$ cat config.mk
export PLATFORM = sky130hd
export DESIGN_NAME = mgnu_front
export DESIGN_NICKNAME = d
export VERILOG_FILES = /design/src/rtl/core/mgnu_pkg.sv /design/src/rtl/core/mgnu_front.sv
export SDC_FILE = /design/constraint.sdc
export NUM_CORES = 1
export LEC_CHECK = 0
export BUFFER_PORTS_ARGS = -buffer_cell sky130_fd_sc_hd__buf_2
export CORE_ASPECT_RATIO = 1.75
export CORE_MARGIN = 8
export CORE_UTILIZATION = 25
export CTS_BUF_LIST = sky130_fd_sc_hd__clkbuf_16
export CTS_CLUSTER_SIZE = 24
export DETAILED_ROUTE_END_ITERATION = 10
export GPL_ROUTABILITY_DRIVEN = 0
export GPL_TIMING_DRIVEN = 0
export PLACE_DENSITY = 0.47
export SYNTH_ARGS = -nofsm -noshare
export SYNTH_HDL_FRONTEND = slang
export SYNTH_SLANG_ARGS = --single-unit
$ cat constraint.sdc
create_clock -name clk_i -period 5.92 [get_ports clk_i]
set_clock_uncertainty 0.05 [all_clocks]
set_input_delay 0 -clock clk_i [delete_from_list [all_inputs] [get_ports clk_i]]
set_output_delay 0 -clock clk_i [all_outputs]
set_load 0.005 [all_outputs]
$ cat src/rtl/core/mgnu_pkg.sv
// Shared types, constants and helpers for the grid node update block.
// No dependencies; every other file imports this package.
`timescale 1ns / 1ps
package mgnu_pkg;

  localparam int CELL_W     = 6;
  localparam int DATA_W     = 32;
  localparam int GS_W       = 16;
  localparam int POS_W      = 22;
  localparam int CFG_IDX_W  = 3;
  localparam int DIV_STAGES = 32;
  // input register, one stage per quotient bit, saturation register
  localparam int DIV_LAT    = DIV_STAGES + 2;

  typedef enum logic [CFG_IDX_W-1:0] {
    CFG_GRAVITY = 3'd0,
    CFG_CX      = 3'd1,
    CFG_CY      = 3'd2,
    CFG_CZ      = 3'd3,
    CFG_VX      = 3'd4,
    CFG_VZ      = 3'd5,
    CFG_HXZ     = 3'd6,
    CFG_HY      = 3'd7
  } cfg_idx_e;

  typedef enum logic [1:0] {
    AXIS_X = 2'd0,
    AXIS_Y = 2'd1,
    AXIS_Z = 2'd2
  } axis_e;

  typedef struct packed {
    logic [CELL_W-1:0]        cell_x;
    logic [CELL_W-1:0]        cell_y;
    logic [CELL_W-1:0]        cell_z;
    logic signed [DATA_W-1:0] momentum_x;
    logic signed [DATA_W-1:0] momentum_y;
    logic signed [DATA_W-1:0] momentum_z;
    logic [DATA_W-1:0]        node_mass;
  } in_t;

  typedef struct packed {
    logic signed [DATA_W-1:0] velocity_x;
    logic signed [DATA_W-1:0] velocity_y;
    logic signed [DATA_W-1:0] velocity_z;
    logic                     node_active;
    logic                     hit_obstacle;
  } out_t;

  typedef struct packed {
    logic [GS_W-1:0]          gravity_step;
    logic [POS_W-1:0]         center_x;
    logic [POS_W-1:0]         center_y;
    logic [POS_W-1:0]         center_z;
    logic signed [DATA_W-1:0] vel_x;
    logic signed [DATA_W-1:0] vel_z;
    logic [POS_W-1:0]         half_xz;
    logic [POS_W-1:0]         half_y;
  } cfg_t;

  // classified request, front to back
  typedef struct packed {
    in_t        node;
    logic [2:0] wall_lo;
    logic [2:0] wall_hi;
    logic       in_obst;
    axis_e      axis;
    logic       positive;
  } item_t;

  function automatic logic signed [DATA_W-1:0] sat34(input logic signed [33:0] v);
    logic signed [DATA_W-1:0] r;
    if (v > 34'sh0_7FFF_FFFF) begin
      r = 32'sh7FFF_FFFF;
    end else if (v < -34'sh0_8000_0000) begin
      r = 32'sh8000_0000;
    end else begin
      r = v[DATA_W-1:0];
    end
    return r;
  endfunction

endpackage

$ cat src/rtl/core/mgnu_front.sv
// Front end: accepts requests and classifies walls and obstacle face.
// Depends on mgnu_pkg.
`timescale 1ns / 1ps
module mgnu_front #(
  parameter int GRID_SIZE  = 64,
  parameter int WALL_CELLS = 2,
  parameter int FRAC_BITS  = 16
) (
  input  logic          clk_i,
  input  logic          rst_ni,
  input  logic          start,
  input  mgnu_pkg::in_t item_i,
  input  mgnu_pkg::cfg_t cfg_i,
  input  logic          ready_i,
  output logic          busy,
  output logic          push_o,
  output mgnu_pkg::item_t item_o
);
  import mgnu_pkg::*;

  localparam int PW = CELL_W + FRAC_BITS;
  localparam int GW = ((PW > POS_W + 1) ? PW : POS_W + 1) + 2;

  logic  valid_q, valid_d, accept;
  item_t item_q, item_d;

  logic signed [GW-1:0] pos [3];
  logic signed [GW-1:0] lo  [3];
  logic signed [GW-1:0] hi  [3];
  logic [CELL_W-1:0]    cidx [3];
  logic [POS_W-1:0]     cen  [3];
  logic [POS_W-1:0]     hlf  [3];

  assign busy   = valid_q && !ready_i;
  assign accept = start && !busy;
  assign valid_d = busy ? 1'b1 : accept;
  assign push_o = valid_q && ready_i;
  assign item_o = item_q;

  assign cidx[0] = item_i.cell_x;
  assign cidx[1] = item_i.cell_y;
  assign cidx[2] = item_i.cell_z;
  assign cen[0]  = cfg_i.center_x;
  assign cen[1]  = cfg_i.center_y;
  assign cen[2]  = cfg_i.center_z;
  assign hlf[0]  = cfg_i.half_xz;
  assign hlf[1]  = cfg_i.half_y;
  assign hlf[2]  = cfg_i.half_xz;

  always_comb begin
    logic signed [GW-1:0] best, dlo, dhi, c, h;
    logic in_box;
    item_d       = '0;
    item_d.node  = item_i;
    item_d.axis  = AXIS_X;
    in_box       = 1'b1;
    for (int a = 0; a < 3; a++) begin
      pos[a] = signed'({{(GW-PW){1'b0}}, cidx[a], {FRAC_BITS{1'b0}}});
      c      = signed'({{(GW-POS_W){1'b0}}, cen[a]});
      h      = signed'({{(GW-POS_W){1'b0}}, hlf[a]});
      lo[a]  = c - h;
      hi[a]  = c + h;
      if (!(pos[a] > lo[a] && pos[a] < hi[a])) in_box = 1'b0;
      item_d.wall_lo[a] = int'(cidx[a]) < WALL_CELLS;
      item_d.wall_hi[a] = int'(cidx[a]) > GRID_SIZE - WALL_CELLS;
    end
    item_d.in_obst = in_box;
    // nearest face, earlier face wins ties
    best = pos[0] - lo[0];
    for (int a = 0; a < 3; a++) begin
      dlo = pos[a] - lo[a];
      dhi = hi[a] - pos[a];
      if (a > 0 && dlo < best) begin
        best = dlo;
        item_d.axis = axis_e'(2'(a));
        item_d.positive = 1'b0;
      end
      if (dhi < best) begin
        best = dhi;
        item_d.axis = axis_e'(2'(a));
        item_d.positive = 1'b1;
      end
    end
  end

  always_ff @(posedge clk_i or negedge rst_ni) begin
    if (!rst_ni) begin
      valid_q <= 1'b0;
    end else begin
      valid_q <= valid_d;
    end
  end

  always_ff @(posedge clk_i) begin
    if (accept) begin
      item_q <= item_d;
    end
  end

endmodule

### Yosys cells after proc, flatten, opt, wreduce, memory -nomap -nowiden

Index checks and enable logic that the tools add are counted.

* input port bits: 340
* bits in latches: 0
* memories: 0
* bits in read-only memories: 0
* flip-flop bits (word level): 157
* bits in writable memories: 0
* word-level logic and storage cells: 62

* mux-type cells: 10
* reduce and logical (&&, ||, !) cells: 10
* div/mod/pow operators: 0
* shift-type cells: 0
* $lt $le $gt $ge: 17
* add/sub/neg operators: 12
* equal/unequal tests: 0
* multiply operators: 0
* bitwise operators: 0

Operators with widths (number)
* less-than comparator 24 x 25 -> 1 bit: 4
* 2-to-1 mux 25 bit: 4
* subtractor 23 x 22 -> 24 bit: 3
* subtractor 23 x 23 -> 24 bit: 3
* adder 22 x 22 -> 23 bit: 3
* greater-than comparator 23 bit: 3
* less-than comparator 22 x 23 -> 1 bit: 3
* subtractor 22 x 22 -> 23 bit: 3
* less-than comparator 24 bit: 1
* greater-than comparator 6 bit, second input constant: 3
* less-than comparator 6 x 2 -> 1 bit, second input constant: 3
* logical AND 1 bit: 6
* 2-to-1 mux 3 bit: 2
* 2-to-1 mux 1 bit: 4
* zero test 1 bit: 2
* AND reduction 2 bit: 1
* OR reduction 2 bit: 1

### Logic depth before layout (Yosys ltp)

* word-level depth: 12
* mapped depth: 86
* depth with buffers taken out: 77

### Least setup slack after synthesis

OpenSTA, ideal clock, no wires.

* path type: input-to-reg
* from: input port cfg_i[152] (netlist bit)
* to: register item_q (netlist bit item_o[1]) (data pin)
* buffers on the path: 6
* data required time: 5.607 ns
* setup time: 0.263 ns
* arrival time: 14.293 ns
* stages on the path: 77
* setup slack: -8.686 ns
* cells stage by stage: inv_1 > ha_1 > inv_1 > fa_1 > a211oi_1 > or4b_1 > o2111ai_1 > nand2b_2 > or4_1 > nor3_1 > xnor2_1 > inv_1 > ha_1 > a21oi_1 > o21ai_0 > a221o_1 > a221oi_1 > nand2_1 > [41 not listed] > nor2b_1 > a31oi_1 > mux2_2 > a31oi_1 > ha_1 > a21o_1 > a21o_1 > a21o_1 > a21oi_1 > nor2b_1 > o21ai_0 > nand2b_1 > a21oi_1 > o21ai_0 > a41oi_1 > o21ai_0 > nand2_1 > nor2_1

* cells in the longest elaborated chain, start to end: 12
* elaborated cells on any way between the ends: 16
* those cells by class: add/sub (4); order compare (5); mux (6); reduce/logical (1)

Ends and longest elaborated chain
* from (decl): line mgnu_front.sv:13 `input mgnu_pkg::cfg_t cfg_i,`
* adder 22 x 22 -> 23 bit / subtractor 22 x 22 -> 23 bit (equally long branches): line mgnu_front.sv:62, mgnu_front.sv:61
* subtractor 23 x 22 -> 24 bit / subtractor 23 x 23 -> 24 bit (equally long branches)
* less-than comparator 24 bit: line mgnu_front.sv:78 `if (dhi < best) begin`
* 2-to-1 mux 25 bit (*): line mgnu_front.sv:78
* less-than comparator 24 x 25 -> 1 bit: line mgnu_front.sv:73 `if (a > 0 && dlo < best) begin`
* 2-to-1 mux 25 bit: line mgnu_front.sv:73
* less-than comparator 24 x 25 -> 1 bit: line mgnu_front.sv:78
* 2-to-1 mux 25 bit: line mgnu_front.sv:78
* less-than comparator 24 x 25 -> 1 bit: line mgnu_front.sv:73
* 2-to-1 mux 25 bit: line mgnu_front.sv:73
* less-than comparator 24 x 25 -> 1 bit: line mgnu_front.sv:78
* OR reduction 2 bit (no line)
* to (signal assigned): line mgnu_front.sv:96 `item_q <= item_d;`
* to (decl): line mgnu_front.sv:25 `item_t item_q, item_d;`

Every way passes the cells marked *; elsewhere a longest branch is shown, timed or not.
A chain may end at the register's enable or synchronous reset.

### Worst setup path after layout

Same ends and word-level chain as after synthesis.

==> impl_results.md <==
- DP HPWL: 66.73 mm
- Final hold slack: 0.02519 ns
- Worst VDD drop: about 0.61 mV
- Clock Sinks: 157
- FF+latch count, synth: ~160
- Die area: 82290 sq um
- CTS tree: yes
- FP Rows: 131
- Leak Pwr: ~12 nW
- Post-synth ARST share: less than 1%
- Fmax: roughly 70 MHz
- Clk buf depth: 2
- Layout cell share with drive strength beyond 1: roughly 28%
- CTS buffer count: 17
- 1st-iter DRT viols: around 1100
- Critical Path Source Type: input pin
- Final #Nets: around 3400
- Area grow syn2layout: 42.06%
- Tmin final: roughly 15 ns
- Critical Setup Path Class: in2reg
- Distinct cell type count after synthesis: 90
- Final slew viol count: 0
- First-pass GRT wire length: approximately 120 mm
- Post-Syn Area: about 18000 sq um
- Worst-margin pin slew: around 1.4 ns
- Failing checks: negative setup slack
- CP max stage delay: roughly 0.50 ns
- Routed vias: about 19000
- CP endpoint kind: flip-flop
- Largest net degree at the start of global routing: 63
- Setup ws final: -8.588 ns
- Total gr overflow: 0
- Initial Utilization: between 20% and 30%
- Endpoints failing hold: 0
- Crit path arrival time: about 15 ns
- Post-synthesis cell count: 2110
- Dominant synthesized flop cell: edfxtp_1
- Worst slew margin: roughly 8.2%
- Via density: between 5 and 6
- Mapped Nets: roughly 2700
- Post-DR wirelength/cell: roughly 21 um
- H-tree levels: 4
- Top-level port count: 498
- Routed WL: a little over 80 mm
- # port buffers: roughly 420
- Worst path slowest cell: o41a_4
- Clk slew on worst S/H paths: about 0.070 ns
- RSZ-0062 raised after global routing: yes
- Number of global-route vias before repair: 19731
- Post-synthesis area per instance: 8.655 sq um
- Die height: 373.5 um
- Fin util: between 30% and 40%
- CP most frequent cell: a21o_1
- Crit Path Max Fanout: 8
- Period utilization: 245.1%
- DRC violations left: 0
- Power per cell area: ~640 nW/um^2
- Clock latency on the worst-skew pair: between 0.4 and 0.5 ns
- MaxCap Viol Count: 0
- Final setup fails: 4
- Synthesis Warnings: 0
- Die X: ~220 um
- EDFF count, synth: between 150 and 200
- Worst path required time: around 6.1 ns
- Register area share after synthesis: about 26%
- Post-place setup slack: -11.72 ns
- Root buffer cell: clkbuf_16
- ANT nets after route: 0
- Drt pass-1 iters: 5
- Status: complete, but fails checks
- Initial antenna violation count: 12
- Min-Delay Path Class: in2reg
- Core Box Area: between 70000 and 80000 sq um
- Total track usage: 18.65%
## layout make-up
type | instances | area (sq um)
antenna | 8 | 20.02
buffer | 62 | 551.8
clock buffer | 17 | 425.4
clock inverter | 15 | 190.2
fill | 7453 | 46670
inverter | 207 | 792.0
multi-input combinational | 1681 | 13590
sequential | 157 | 4710
tap | 931 | 1165
timing repair buffer | 670 | 4496
## repair_timing
item,4_1_cts,5_1_grt
endpoints found under the setup margin,4,4
resized for setup,147,89
pin swaps,69,71
hold endpoints to repair,154,0
hold buffers,150,0
gates cloned,0,3
setup buffers,69,30
## logic make-up (layout without fill, tap and decap cells)
| kind of cell | Yosys count | count (layout) | synth area share (%) |
|---|---|---|---|
| and+or+nand+nor | 595 | 595 | 16.49 |
| AOI/OAI and AO/OA | 582 | 582 | 20.80 |
| muxes | 44 | 44 | 2.501 |
| adders and majority gates | 289 | 289 | 20.17 |
| other | 0 | 8 | 0 |
| xor gates and xnor gates | 171 | 171 | 8.201 |
| buffers and inverters | 272 | 971 | 6.050 |
| DFF | 157 | 157 | 25.79 |
## where the power goes
part | internal, mW | switching [mW] | total [mW]
combinational | 6.32 | 7.86 | 14.2
clock | 0.575 | 0.538 | 1.11
sequential | 1.35 | 0.0222 | 1.37
## path summary, 6_finish.rpt
| path | start | end | slack (ns) | cells after the start |
|---|---|---|---|---|
| setup / recovery | cfg_i[152] | item_o[1] | -8.59 | 80 |
| max in group asynchronous | rst_ni | valid_q | 5.35 | 3 |
| hold reg to reg | valid_q | item_o[90] | 0.94 | 2 |
| min in group asynchronous | rst_ni | valid_q | 0.36 | 3 |
| setup reg to reg | valid_q | item_o[141] | 3.78 | 4 |
| hold / removal | item_i[132] | item_o[9] | 0.03 | 4 |
## cells in the mapped netlist (13+ instances only)
master	number	area, sq um
mux2i_1	31	310.3
a221oi_1	15	131.4
clkbuf_1	48	180.2
o21bai_1	25	187.7
a21oi_1	181	905.9
xor2_1	51	446.7
nand3_1	39	195.2
inv_1	206	773.2
nor4_1	16	100.1
nand2b_1	35	219.0
ha_1	280	3503
nand4_1	36	225.2
o21ai_0	99	495.5
nor2_1	181	679.4
and2_1	18	112.6
o31ai_1	15	112.6
o211ai_1	13	97.59
or3_1	25	156.4
nor2b_1	30	187.7
nor3_1	51	255.2
nand2_1	97	364.1
a211oi_1	14	105.1
edfxtp_1	156	4684
a31oi_1	33	206.5
a21o_1	81	608.1
xnor2_1	120	1051
and3_1	14	87.58
## metrics by stage
step | power (mW) | cells | TNS, ns | instance area, sq um
2_1_floorplan | 8.935 | 2110 | -21.37 | 18560
3_3_place_gp | 12.06 | 3458 | -89.66 | 21810
3_5_place_dp | 12.25 | 3460 | -36.73 | 21860
4_1_cts | 15.57 | 3708 | -25.58 | 25230
5_1_grt | 17.70 | 3742 | -27.33 | 25930
6_report | 16.66 | 3748 | -25.85 | 25940
## cell usage in the layout (no fill, tap or decap), types with 12 or more instances in the layout
cell and count:
or3_1 23, mux2i_1 15, and3_1 14, a21oi_1 159
o21ai_0 77, a31oi_1 29, edfxtp_1 156, nor3_1 48
a21oi_2 20, o31ai_1 12, ha_1 263, xor2_1 47
clkbuf_16 24, and2_1 17, buf_6 12, nor4_1 12
a21o_1 81, nand4_1 36, o21ai_2 15, nand2b_1 35
o21bai_1 24, nand2_1 91, clkbuf_1 30, xnor2_1 109
nand3_1 38, buf_2 416, dlygate4sd3_1 150, inv_1 199
nor2b_1 28, o211ai_1 13, buf_4 98, nor2_1 172
## critical path, delay by kind of cell
kind | cells | cell delay, ns
adders and majority gates | 7 | 1.81
AOI/OAI and AO/OA | 37 | 7.10
muxes | 2 | 0.62
buffers and inverters | 14 | 1.88
and+or+nand+nor | 18 | 2.89
xor gates and xnor gates | 2 | 0.29
## registers in the layout, summed over array words and instances, names as in the netlist
| signal | count |
|---|---|
| item_o | 156 |
| valid_q | 1 |
## routing by layer
metal	part of all wire, %	up-vias	track usage [%]	wire length, um
met1	34	8827	17.00	27460
met3	5.3	195	3.070	4304
met2	54	653	37.11	43370
li1	-	9076	-	-
met5	0.068	-	0	55
met4	6.6	8	11.28	5318
No activity file was read; power rests on OpenSTA's default activity.
