`config.mk`:
```
export PLATFORM = sky130hd
export DESIGN_NAME = mgnu_fifo
export DESIGN_NICKNAME = d
export VERILOG_FILES = /design/src/rtl/core/mgnu_pkg.sv /design/src/rtl/core/mgnu_fifo.sv
export SDC_FILE = /design/constraint.sdc
export NUM_CORES = 1
export LEC_CHECK = 0
export BUFFER_PORTS_ARGS = -buffer_cell sky130_fd_sc_hd__buf_4
export CORE_UTILIZATION = 47
export CTS_CLUSTER_SIZE = 8
export DETAILED_ROUTE_END_ITERATION = 10
export MAX_ROUTING_LAYER = met4
export PLACE_DENSITY = 0.76
export SLEW_MARGIN = 20
export SYNTH_ARGS = -nofsm -noshare
export SYNTH_HDL_FRONTEND = slang
export SYNTH_SLANG_ARGS = --single-unit
```
`constraint.sdc`:
```
create_clock -name clk_i -period 7 [get_ports clk_i]
set_input_delay 1.05 -clock clk_i [delete_from_list [all_inputs] [get_ports clk_i]]
set_output_delay 1.05 -clock clk_i [all_outputs]
set_load 0.03 [all_outputs]
```
`src/rtl/core/mgnu_pkg.sv`:
```
// Shared types, constants and helpers for the grid node update block.
// No dependencies; every other file imports this package.
`timescale 1ns / 1ps
package mgnu_pkg;

  localparam int CELL_W     = 6;
  localparam int DATA_W     = 32;
  localparam int GS_W       = 16;
  localparam int POS_W      = 22;
  localparam int CFG_IDX_W  = 3;
  localparam int DIV_STAGES = 32;
  // input register, one stage per quotient bit, saturation register
  localparam int DIV_LAT    = DIV_STAGES + 2;

  typedef enum logic [CFG_IDX_W-1:0] {
    CFG_GRAVITY = 3'd0,
    CFG_CX      = 3'd1,
    CFG_CY      = 3'd2,
    CFG_CZ      = 3'd3,
    CFG_VX      = 3'd4,
    CFG_VZ      = 3'd5,
    CFG_HXZ     = 3'd6,
    CFG_HY      = 3'd7
  } cfg_idx_e;

  typedef enum logic [1:0] {
    AXIS_X = 2'd0,
    AXIS_Y = 2'd1,
    AXIS_Z = 2'd2
  } axis_e;

  typedef struct packed {
    logic [CELL_W-1:0]        cell_x;
    logic [CELL_W-1:0]        cell_y;
    logic [CELL_W-1:0]        cell_z;
    logic signed [DATA_W-1:0] momentum_x;
    logic signed [DATA_W-1:0] momentum_y;
    logic signed [DATA_W-1:0] momentum_z;
    logic [DATA_W-1:0]        node_mass;
  } in_t;

  typedef struct packed {
    logic signed [DATA_W-1:0] velocity_x;
    logic signed [DATA_W-1:0] velocity_y;
    logic signed [DATA_W-1:0] velocity_z;
    logic                     node_active;
    logic                     hit_obstacle;
  } out_t;

  typedef struct packed {
    logic [GS_W-1:0]          gravity_step;
    logic [POS_W-1:0]         center_x;
    logic [POS_W-1:0]         center_y;
    logic [POS_W-1:0]         center_z;
    logic signed [DATA_W-1:0] vel_x;
    logic signed [DATA_W-1:0] vel_z;
    logic [POS_W-1:0]         half_xz;
    logic [POS_W-1:0]         half_y;
  } cfg_t;

  // classified request, front to back
  typedef struct packed {
    in_t        node;
    logic [2:0] wall_lo;
    logic [2:0] wall_hi;
    logic       in_obst;
    axis_e      axis;
    logic       positive;
  } item_t;

  function automatic logic signed [DATA_W-1:0] sat34(input logic signed [33:0] v);
    logic signed [DATA_W-1:0] r;
    if (v > 34'sh0_7FFF_FFFF) begin
      r = 32'sh7FFF_FFFF;
    end else if (v < -34'sh0_8000_0000) begin
      r = 32'sh8000_0000;
    end else begin
      r = v[DATA_W-1:0];
    end
    return r;
  endfunction

endpackage

```
`src/rtl/core/mgnu_fifo.sv`:
```
// Short request queue between front and back.
// Depends on mgnu_pkg for the item type.
`timescale 1ns / 1ps
module mgnu_fifo #(
  parameter int DEPTH = 2
) (
  input  logic            clk_i,
  input  logic            rst_ni,
  input  logic            push_i,
  input  mgnu_pkg::item_t data_i,
  output logic            ready_o,
  input  logic            pop_i,
  output logic            valid_o,
  output mgnu_pkg::item_t data_o
);
  import mgnu_pkg::*;

  localparam int PTR_W = (DEPTH > 1) ? $clog2(DEPTH) : 1;
  localparam int CNT_W = $clog2(DEPTH + 1);

  item_t mem [DEPTH];
  logic [PTR_W-1:0] wr_q, wr_d, rd_q, rd_d;
  logic [CNT_W-1:0] cnt_q, cnt_d;
  logic do_push, do_pop;

  assign ready_o = cnt_q != CNT_W'(DEPTH);
  assign valid_o = cnt_q != '0;
  assign do_push = push_i && ready_o;
  assign do_pop  = pop_i && valid_o;
  assign data_o  = mem[rd_q];

  always_comb begin
    wr_d  = wr_q;
    rd_d  = rd_q;
    cnt_d = cnt_q;
    if (do_push) begin
      wr_d = (wr_q == PTR_W'(DEPTH - 1)) ? '0 : wr_q + 1'b1;
    end
    if (do_pop) begin
      rd_d = (rd_q == PTR_W'(DEPTH - 1)) ? '0 : rd_q + 1'b1;
    end
    if (do_push && !do_pop) cnt_d = cnt_q + 1'b1;
    if (!do_push && do_pop) cnt_d = cnt_q - 1'b1;
  end

  always_ff @(posedge clk_i or negedge rst_ni) begin
    if (!rst_ni) begin
      wr_q  <= '0;
      rd_q  <= '0;
      cnt_q <= '0;
    end else begin
      wr_q  <= wr_d;
      rd_q  <= rd_d;
      cnt_q <= cnt_d;
    end
  end

  always_ff @(posedge clk_i) begin
    if (do_push) begin
      mem[wr_q] <= data_i;
    end
  end

endmodule

```
== Word level (Yosys, flattened, before mapping) ==
Memories as Yosys holds them, arrays and structs flattened.
Index checks and enable logic that the tools add are counted.

* Memories kept: 1
* Word-level logic and storage cells: 23
* Input bits: 160
* Memory bits (writable): 312
* Register bits after elaboration: 4
* Output and inout bits: 158

* Equality and inequality tests: 1
* Mux-type cells: 6
* Reductions and logical operators: 8
* Add/sub/neg operators: 4

{| class="wikitable"
|+ Memory list
! memory !! depth !! width !! read ports !! clocked after Yosys merged registers in !! wr ports !! line !! RTL
|-
| mem || 2 || 156 || 1 || 0 || 1 || mgnu_fifo.sv:21 || <nowiki>item_t mem [DEPTH];</nowiki>
|}

{| class="wikitable"
|+ Operators with widths
! kind !! number
|-
| 1-bit logical AND || 4
|-
| 1-bit two-way mux || 4
|-
| 2-bit two-way mux || 2
|-
| 2-bit nonzero test || 2
|-
| 1-bit adder, second input constant || 2
|-
| 2-bit by 1-bit adder with 2-bit output, second input constant || 1
|-
| 1-bit logical NOT || 2
|-
| 2-bit inequality test, second input constant || 1
|-
| 2-bit by 1-bit subtractor with 2-bit output, second input constant || 1
|}

== Longest topological paths before layout ==
Gate-level depths: netlist of the first run.

* Depth after elaboration: 6
* Mapped depth: 6
* Depth with buffers taken out: 6

== Worst setup path after synthesis of the first run ==
OpenSTA, ideal clock, no wires.

* Kind: in2reg
* Start: in push_i
* End: mem mem[0][0] (netlist name), enable pin
* Path buffers: 0
* Required time: 6,326 ps
* Setup slack: -1,305 ps
* Library setup time: 674 ps
* Stages on the path: 2
* Data arrival time: 7,630 ps
* Cell sequence: nand2_1 nor2_1

* Longest elaborated chain between the ends: 3

{| class="wikitable"
|+ Ends and longest elaborated chain
! what !! line !! RTL
|-
| start, declared || mgnu_fifo.sv:9 || <nowiki>input logic push_i,</nowiki>
|-
| 1-bit logical AND || mgnu_fifo.sv:28 || <nowiki>assign do_push = push_i && ready_o;</nowiki>
|-
| 1-bit two-way mux || mgnu_fifo.sv:59 || <nowiki>if (do_push) begin</nowiki>
|-
| 1-bit two-way mux (not written as such) || mgnu_fifo.sv:60 || <nowiki>mem[wr_q] <= data_i;</nowiki>
|-
| end, declared || mgnu_fifo.sv:21 ||
|}

No other way between the ends.

==> results_dict.tcl, run 1 <==
set metrics [dict create \
    path_buf_inv 3 \
    pwr-share-clk 0.254 \
    hold_viol_final 0 \
    final_layout_size_suffix_gt1_frac 0.613 \
    drt_first_iter_violations 282 \
    grt_max_degree 82 \
    clockBufferDepth 3 \
    nNetsFinal 1017 \
    fmax_ghz 0.265 \
    switching_power_mw 2.39 \
    netlist_top_cells_count "edfxtp_1, mux2_2, buf_6" \
    post_drt_wl_per_cell_um 19.1 \
    max-slew-margin-rel 0.327 \
    numCtsBuffers 45 \
    syn_area_mm2 0.0115 \
    finClkSkew_ps 15.0 \
    finalPower_mw 7.16 \
    ys.flop_type "edfxtp_1" \
    intPower_mw 4.77 \
    seqPwrFrac 0.383 \
    syn_inst 502 \
    cts_tree "built" \
    clk_latency_ps 510 \
    layoutNonFillerInstCount 1184 \
    synth_area_leaders "edfxtp_1, mux2_2, buf_6" \
    overflow 0 \
    drt_pass1_iterations 4 \
    die_h_um 158 \
    core_mm2 0.0238 \
    cts_max_level 2 \
    synth-async-reset-ratio 0.0127 \
    regToRegSetupSlack_ps 4580 \
    dp_slack_ps 3670 \
    drc_errors 0 \
    synth_area_leader_cell "edfxtp_1" \
    boundaryPins 318 \
    status "finished clean" \
    setup_tns_ps 0 \
    fin_ws_ps 3220 \
    die_area_mm2 0.0251 \
    combinationalPowerShare 0.362 \
    p_sw_frac 0.334 \
    min_period_over_period 0.540 \
    ant_nets 0 \
    viasPerCell 4.91 \
    synth.avg_cell_area_um2 22.9 \
    root_buffer "clkbuf_16" \
    portBuffers 317 \
    dp_hpwl_mm 14.5 \
    worstPathRequired_ps 5950 \
    ys_ff_latch 316 \
    die_w_um 158 \
    max_stage_delay_ps 840 \
    slowest_stage "dfrtp_4" \
    first_global_vias 6138 \
    worstPathArrival_ps 2730 \
    crit_path_end_kind "output pin" \
    vias 5817 \
    holdBufCountCts 0 \
    drv_cap 0 \
    place.gp.congestion 0.748 \
    synth_nets 663 \
    ys_seq_area_frac 0.824 \
    synth-edff-count 312 \
    cp-start-kind "flop" \
    final-setup-viol-count 0 \
    tightestPinTransition_ps 1010 \
    rsz0062_at_grt "false" \
    final_util 0.647 \
    holdWs_ps 332 \
    cts.sinks 316 \
    finalInstanceArea_mm2 0.0154 \
    p_leak_nw 5.73 \
    cp_top_family "flip-flops" \
    antenna_found_initial 1 \
    wl_mm 22.6 \
    rows 56 \
    critPathMaxFanout 77 \
    cts_resized 0 \
    crit_type "flop to output pin" \
    synth_top_area_share 0.815 \
    yosys_warnings 0 \
    yosysMostFrequentCell "edfxtp_1" \
    synthToLayoutAreaGrowth_pct 33.7 \
    slew_violations 0 \
    grtUsageTotal 0.179 \
    yosys.cell_types.count 15 \
    initial_utilization 0.484 \
    clk_pin_slew_ps 50 \
    placed_cell_area_mm2 0.0142 \
    path_cells "buf_12 -> buf_12 -> mux2_2 -> buf_4" \
    hp-class "input port to async pin" \
    postCtsSetupBuffers 0 \
    power.density_mw_per_mm2 466 \
    peakVddDrop_mv 0.302 \
    cpMostUsedCell "buf_12" \
    min_period_ps 3780 \
    grt_first_pass_wirelength_mm 32.5 \
    dp.cells 1127 \
]
-- registers in the layout (all words and copies together) (netlist names) --
signal  cells
mem       312
cnt_q       2
rd_q        1
wr_q        1
-- cell type report --
cell class                      count  area [µm²]
Multi-Input combinational cell    169        1860
Antenna cell                        1        2.50
Timing Repair Buffer              324        2460
Clock buffer                       54        1160
Tap cell                          319         399
Clock inverter                      1        5.00
Sequential cell                   316        9470
Fill cell                        1630        8390
-- cell families after synthesis --
family / count (synthesis) / share of synthesized area
flops: 316 / 0.824
simple gates: 7 / 0.00316
buf+inv: 17 / 0.0149
fa+ha+maj: 1 / 0.00109
xor+xnor: 5 / 0.00381
mux: 156 / 0.153
-- cell usage in the layout (no fill, tap or decap), drive strengths merged --
cell type,instances
buf,324
edfxtp,312
mux2,156
clkbuf,54
dfrtp,4
xnor2,3
xor2,2
nor2,2
diode,1
or2,1
and2,1
nand2b,1
nand2,1
and3,1
ha,1
clkinv,1
-- power by group through the flow --
stage / logic (mW) / clock network [mW] / registers [mW]
after CTS: 2.58 / 1.87 / 2.79
after floorplan: 1.81 / 0 / 2.75
after global placement: 2.56 / 0 / 2.80
after detailed placement: 2.56 / 0 / 2.82
after global routing: 2.73 / 1.94 / 2.78
final: 2.59 / 1.82 / 2.74
-- worst paths after layout --
path / startpoint / endpoint / depth (start not counted)
setup / recovery: rd_q$_DFFE_PN0P_ / data_o[50] / 4
hold / removal: rst_ni / wr_q$_DFFE_PN0P_ / 1
setup reg to reg: cnt_q[0]$_DFFE_PN0P_ / mem[0][51]$_DFFE_PP_ / 4
hold reg to reg: cnt_q[1]$_DFFE_PN0P_ / cnt_q[1]$_DFFE_PN0P_ / 1
max in group asynchronous: rst_ni / rd_q$_DFFE_PN0P_ / 1
min in group clk_i: cnt_q[1]$_DFFE_PN0P_ / cnt_q[1]$_DFFE_PN0P_ / 1
-- layer usage --
metal  global-route usage  vias to the layer above  part of all wire  routed length, µm
li1                     -                     2695                 -                  -
met3               0.0561                       47             0.093               2100
met4               0.0760                        0             0.029                663
met1                0.202                     2826              0.37               8320
met5                    -                        -                 0                  0
met2                0.296                      249              0.51              11500
Power figures use the tool's default switching activity.
==> run 2: changes to the inputs <==
--- a/config.mk
+++ b/config.mk
@@ -5,6 +5,7 @@
 export SDC_FILE = /design/constraint.sdc
 export NUM_CORES = 1
 export LEC_CHECK = 0
+export ABC_AREA = 1
 export BUFFER_PORTS_ARGS = -buffer_cell sky130_fd_sc_hd__buf_4
 export CORE_UTILIZATION = 47
 export CTS_CLUSTER_SIZE = 8
==> constraint.sdc (replaced) <==
create_clock -name clk_i -period 3.15 [get_ports clk_i]
set_input_delay 0.4725 -clock clk_i [delete_from_list [all_inputs] [get_ports clk_i]]
set_output_delay 0.4725 -clock clk_i [all_outputs]
set_load 0.03 [all_outputs]
==> results_dict.tcl, run 2 <==
set metrics [dict create \
    final-setup-viol-count 0 \
    hold_viol_final 0 \
    fmax_ghz 0.389 \
    core_mm2 0.0243 \
    p_leak_nw 6.63 \
    peakVddDrop_mv 0.830 \
    viasPerCell 4.85 \
    crit_path_end "data_o[39]" \
    root_buffer "clkbuf_16" \
    seq_area_mm2 0.00947 \
    netlist_top_cells_count "nand2_1, edfxtp_1, buf_6" \
    min_period_ps 2570 \
    rsz0062_at_grt "false" \
    worstPathRequired_ps 2680 \
    regMostFlops "mem" \
    synth_top_area_share 0.805 \
    mostFrequentLayoutCell "nand2_1" \
    min_period_over_period 0.815 \
    ys.flop_type "edfxtp_1" \
    drv_cap 0 \
    vias 7375 \
    synth_top_family_by_area "simple AND/OR/NAND/NOR gates" \
    die_w_um 159 \
    syn_inst 845 \
    largestRegisters "mem (312), cnt_q (2)" \
    layoutNonFillerInstCount 1521 \
    setup_tns_ps 0 \
    synth_area_leader_cell "edfxtp_1" \
    syn_area_mm2 0.0116 \
    ys_ff_latch 316 \
    synth_nets 1006 \
    yosys_warnings 0 \
    first_global_vias 7577 \
    regToRegSetupSlack_ps 1240 \
    numCtsBuffers 45 \
    diodes 0 \
    yosys.area_share.adder 0.00108 \
    tightestPinTransition_ps 863 \
    synth_area_leaders "edfxtp_1, nand2_1, buf_6" \
    crit_type "flop to output pin" \
    synth_compound_area_frac 0.000430 \
    synth-edff-count 312 \
    dp_hpwl_mm 16.3 \
    antenna_found_initial 0 \
    cts_max_level 2 \
    cts.sinks 316 \
    ys_seq_area_frac 0.814 \
    overflow 0 \
    final_layout_size_suffix_gt1_frac 0.319 \
    synth_mux_area_frac 0 \
    boundaryPins 318 \
    slew_violations 0 \
    grtUsageTotal 0.209 \
    num-fill-cells 1729 \
    grt_first_pass_wirelength_mm 39.4 \
    rows 57 \
    hold_start "data_i[131]" \
    holdWs_ps 138 \
    die_h_um 159 \
    largest_reg_flops 312 \
    cts_resized 0 \
    cts_tree "built" \
    clk_pin_slew_ps 50 \
    drt_first_iter_violations 507 \
    cp-start-kind "flop" \
    nNetsFinal 1346 \
    crit_path_end_kind "output pin" \
    die_area_mm2 0.0254 \
    wl_mm 25.7 \
    status "finished clean" \
    synthToLayoutAreaGrowth_pct 33.8 \
    synth-simple-area-share 0.157 \
    synth.avg_cell_area_um2 13.8 \
    hp-class "input port to flop" \
    yosysMostFrequentCell "nand2_1" \
    r2r_end "mem[1][51]$_DFFE_PP_" \
    worstPathArrival_ps 2100 \
    power.density_mw_per_mm2 1080 \
    multiInputGateArea_mm2 0.00188 \
    max-slew-margin-rel 0.425 \
    ant_nets 0 \
    synth-xor-area-share 0.000753 \
    critPathMaxFanout 157 \
    grt_max_degree 158 \
    drt_pass1_iterations 5 \
    clk_latency_ps 520 \
    finClkSkew_ps 9.75 \
    initial_utilization 0.479 \
    place.gp.congestion 0.812 \
    clockBufferDepth 3 \
    worstRegToRegCells 5 \
    synth-async-reset-ratio 0.0127 \
    post_drt_wl_per_cell_um 16.9 \
    crit_path_start "rd_q$_DFFE_PN0P_" \
    layout_common_cells "nand2_1, buf_4, edfxtp_1, clkbuf_16, clkbuf_1" \
    finalPower_mw 16.8 \
    dp.cells 1461 \
    yosys.cell_types.count 15 \
    r2r_start "cnt_q[0]$_DFFE_PN0P_" \
    drc_errors 0 \
    portBuffers 317 \
]
run 2: worst min-delay path by stage:
stage | slack [ps] | to | depth (start not counted)
floorplan | 180 | cnt_q[0]$_DFFE_PN0P_ | 0
global placement | 280 | wr_q$_DFFE_PN0P_ | 1
detailed placement | 280 | cnt_q[1]$_DFFE_PN0P_ | 1
CTS | 110 | mem[1][99]$_DFFE_PP_ | 1
global route | 110 | mem[1][99]$_DFFE_PP_ | 1
finish | 140 | mem[0][131]$_DFFE_PP_ | 1
run 2: per-stage QoR:
stage / util / instance area [µm²] / setup slack, ps
finish: 0.640 / 15600 / 581
global route: 0.640 / 15600 / 466
CTS: 0.640 / 15600 / 585
detailed placement: 0.590 / 14300 / 1140
global placement: 0.590 / 14300 / 1160
floorplan: - / 11700 / -251
run 2: what timing repair did:
action	CTS	global route
setup buffers	0	0
endpoints found under the hold margin	4	0
hold buffers	1	0
run 2: kinds of logic after synthesis:
family | Yosys count
flops | 316
fa+ha+maj | 1
simple gates | 484
compound gates | 1
buf+inv | 42
xor+xnor | 1
run 2: final cells by class:
class / count / share of cell area
clock buffers: 57 / 0.0779
repair buffers: 328 / 0.165
flip-flops and latches: 316 / 0.608
well taps: 324 / 0.0260
inverters: 7 / 0.00185
clock inverters: 2 / 0.000803
multi-input cells: 487 / 0.121
run 2: where the power goes:
part           internal [mW]  switching [mW]
Combinational           2.07            4.62
Sequential              5.75           0.223
Clock                   2.64            1.55
Total                   10.5            6.39
run 2: worst max-delay path, stage by stage, from the launching register on:
cell and delay [ps]:
dfrtp_4 440, buf_12 440, nand2_1 110, nand2_1 160, buf_4 180
run 2: per-layer routing:
| layer | vias to the layer above | track usage | share of wire |
|---|---|---|---|
| li1 | 3522 | - | - |
| met1 | 3437 | 0.247 | 0.39 |
| met2 | 371 | 0.340 | 0.49 |
| met3 | 45 | 0.0667 | 0.094 |
| met4 | 0 | 0.0669 | 0.025 |
| met5 | - | - | 0 |
==> run 3: changes to the inputs <==
--- a/config.mk
+++ b/config.mk
@@ -7,11 +7,11 @@
 export LEC_CHECK = 0
 export ABC_AREA = 1
 export BUFFER_PORTS_ARGS = -buffer_cell sky130_fd_sc_hd__buf_4
-export CORE_UTILIZATION = 47
+export CORE_UTILIZATION = 52
 export CTS_CLUSTER_SIZE = 8
 export DETAILED_ROUTE_END_ITERATION = 10
 export MAX_ROUTING_LAYER = met4
-export PLACE_DENSITY = 0.76
+export PLACE_DENSITY = 0.79
 export SLEW_MARGIN = 20
 export SYNTH_ARGS = -nofsm -noshare
 export SYNTH_HDL_FRONTEND = slang
==> constraint.sdc (replaced) <==
create_clock -name clk_i -period 2.55 [get_ports clk_i]
set_input_delay 0.3825 -clock clk_i [delete_from_list [all_inputs] [get_ports clk_i]]
set_output_delay 0.3825 -clock clk_i [all_outputs]
set_load 0.03 [all_outputs]
==> results_dict.tcl, run 3 (same netlist as run 2, synthesis figures left out) <==
set metrics [dict create \
    grt_first_pass_wirelength_mm 36.7 \
    die_h_um 152 \
    critPathMaxFanout 157 \
    r2r_start "cnt_q[0]$_DFFE_PN0P_" \
    cp_top_family "buffers and inverters" \
    first_global_vias 7188 \
    dp.cells 1414 \
    hold_viol_final 0 \
    clk_latency_ps 510 \
    clk_pin_slew_ps 50 \
    power.density_mw_per_mm2 1350 \
    overflow 0 \
    final_layout_size_suffix_gt1_frac 0.316 \
    hold_depth 1 \
    rsz0062_at_grt "false" \
    wl_mm 25.9 \
    initial_utilization 0.532 \
    status "finished clean" \
    worstRegToRegCells 5 \
    drc_errors 0 \
    largestRegisters "mem (312), cnt_q (2)" \
    regMostFlops "mem" \
    vias 7371 \
    dp_hpwl_mm 16.0 \
    numCtsBuffers 45 \
    tightestPinTransition_ps 833 \
    min_period_over_period 0.957 \
    nNetsFinal 1343 \
    worstPathArrival_ps 2060 \
    finalInstanceArea_mm2 0.0155 \
    layoutNonFillerInstCount 1482 \
    boundaryPins 318 \
    cts_resized 0 \
    ant_nets 0 \
    min_period_ps 2440 \
    num-fill-cells 1429 \
    cts_tree "built" \
    worstPathRequired_ps 2170 \
    slew_violations 0 \
    drv_cap 0 \
    drt_pass1_iterations 5 \
    hold_path_end "mem[0][144]$_DFFE_PP_" \
    post_drt_wl_per_cell_um 17.4 \
    synthToLayoutAreaGrowth_pct 33.6 \
    multiInputGateArea_mm2 0.00188 \
    cts_max_level 2 \
    grt_max_degree 158 \
    peakVddDrop_mv 0.879 \
    fmax_ghz 0.410 \
    layout_common_cells "nand2_1, buf_4, edfxtp_1, clkbuf_16, clkbuf_1" \
    place.gp.congestion 0.748 \
    cp-start-kind "flop" \
    max-slew-margin-rel 0.445 \
    largest_reg_flops 312 \
    clockBufferDepth 3 \
    mostFrequentLayoutCell "nand2_1" \
    drt_first_iter_violations 507 \
    hp-class "input port to flop" \
    finClkSkew_ps 8.82 \
    final-setup-viol-count 0 \
    portBuffers 317 \
    cpMostUsedCell "nand2_1" \
    viasPerCell 4.97 \
    regToRegSetupSlack_ps 910 \
    die_area_mm2 0.0230 \
    final_util 0.710 \
    path_buf_inv 2 \
    diodes 0 \
    slowest_stage "dfrtp_4" \
    crit_path_end_kind "output pin" \
    antenna_found_initial 0 \
    hold_start "data_i[144]" \
    core_mm2 0.0219 \
    r2r_end "mem[1][78]$_DFFE_PP_" \
    rows 54 \
    path_cells "buf_12 -> nand2_1 -> nand2_1 -> buf_4" \
    placed_cell_area_mm2 0.0142 \
    root_buffer "clkbuf_16" \
    p_leak_nw 6.64 \
    die_w_um 152 \
    grtUsageTotal 0.222 \
    crit_type "flop to output pin" \
    seq_area_mm2 0.00947 \
    cts.sinks 316 \
    max_stage_delay_ps 440 \
]
-- run 3: through the flow --
step                setup TNS, ps  setup slack (ps)  total power, mW  hold slack, ps
global route                    0              57.9             21.9            23.3
detailed placement              0               711             15.7             194
finish                          0               110             20.9            49.9
floorplan                 -261760              -851             12.8            86.9
global placement                0               711             15.6             197
CTS                             0               146             21.1            26.0
-- run 3: where the power goes --
part / internal [mW] / switching (mW) / leakage [nW] / total, mW
logic: 2.52 / 5.65 / 3.07 / 8.17
registers: 7.10 / 0.286 / 2.95 / 7.39
clock network: 3.41 / 1.96 / 0.619 / 5.37
total: 13.0 / 7.89 / 6.64 / 20.9
-- run 3: layout make-up --
cell class / count / area share
Clock buffer: 65 / 0.0800
Clock inverter: 2 / 0.00250
Inverter: 7 / 0.00185
Multi-Input combinational cell: 487 / 0.121
Sequential cell: 316 / 0.609
Tap cell: 280 / 0.0225
Timing Repair Buffer: 325 / 0.163
-- run 3: layer usage --
layer,routed length [µm],global-route usage,part of all wire,vias up
li1,-,-,-,3524
met1,9320,0.248,0.36,3482
met2,13300,0.378,0.51,323
met3,2680,0.0674,0.10,42
met4,552,0.0772,0.021,0
met5,0,-,0,-
-- run 3: timing repair --
action	CTS	global route
endpoints found under the hold margin	4	0
endpoints found under the setup margin	0	0
hold buffers	1	0
setup buffers	0	0
-- run 3: worst max-delay path by stage --
stage                         start                   to  depth (start not counted)
2_1_floorplan  cnt_q[0]$_DFFE_PN0P_  mem[1][0]$_DFFE_PP_                          4
3_3_place_gp       rd_q$_DFFE_PN0P_           data_o[22]                          5
3_5_place_dp       rd_q$_DFFE_PN0P_          data_o[125]                          5
4_1_cts            rd_q$_DFFE_PN0P_          data_o[148]                          5
5_1_grt            rd_q$_DFFE_PN0P_          data_o[134]                          4
6_report           rd_q$_DFFE_PN0P_           data_o[13]                          4
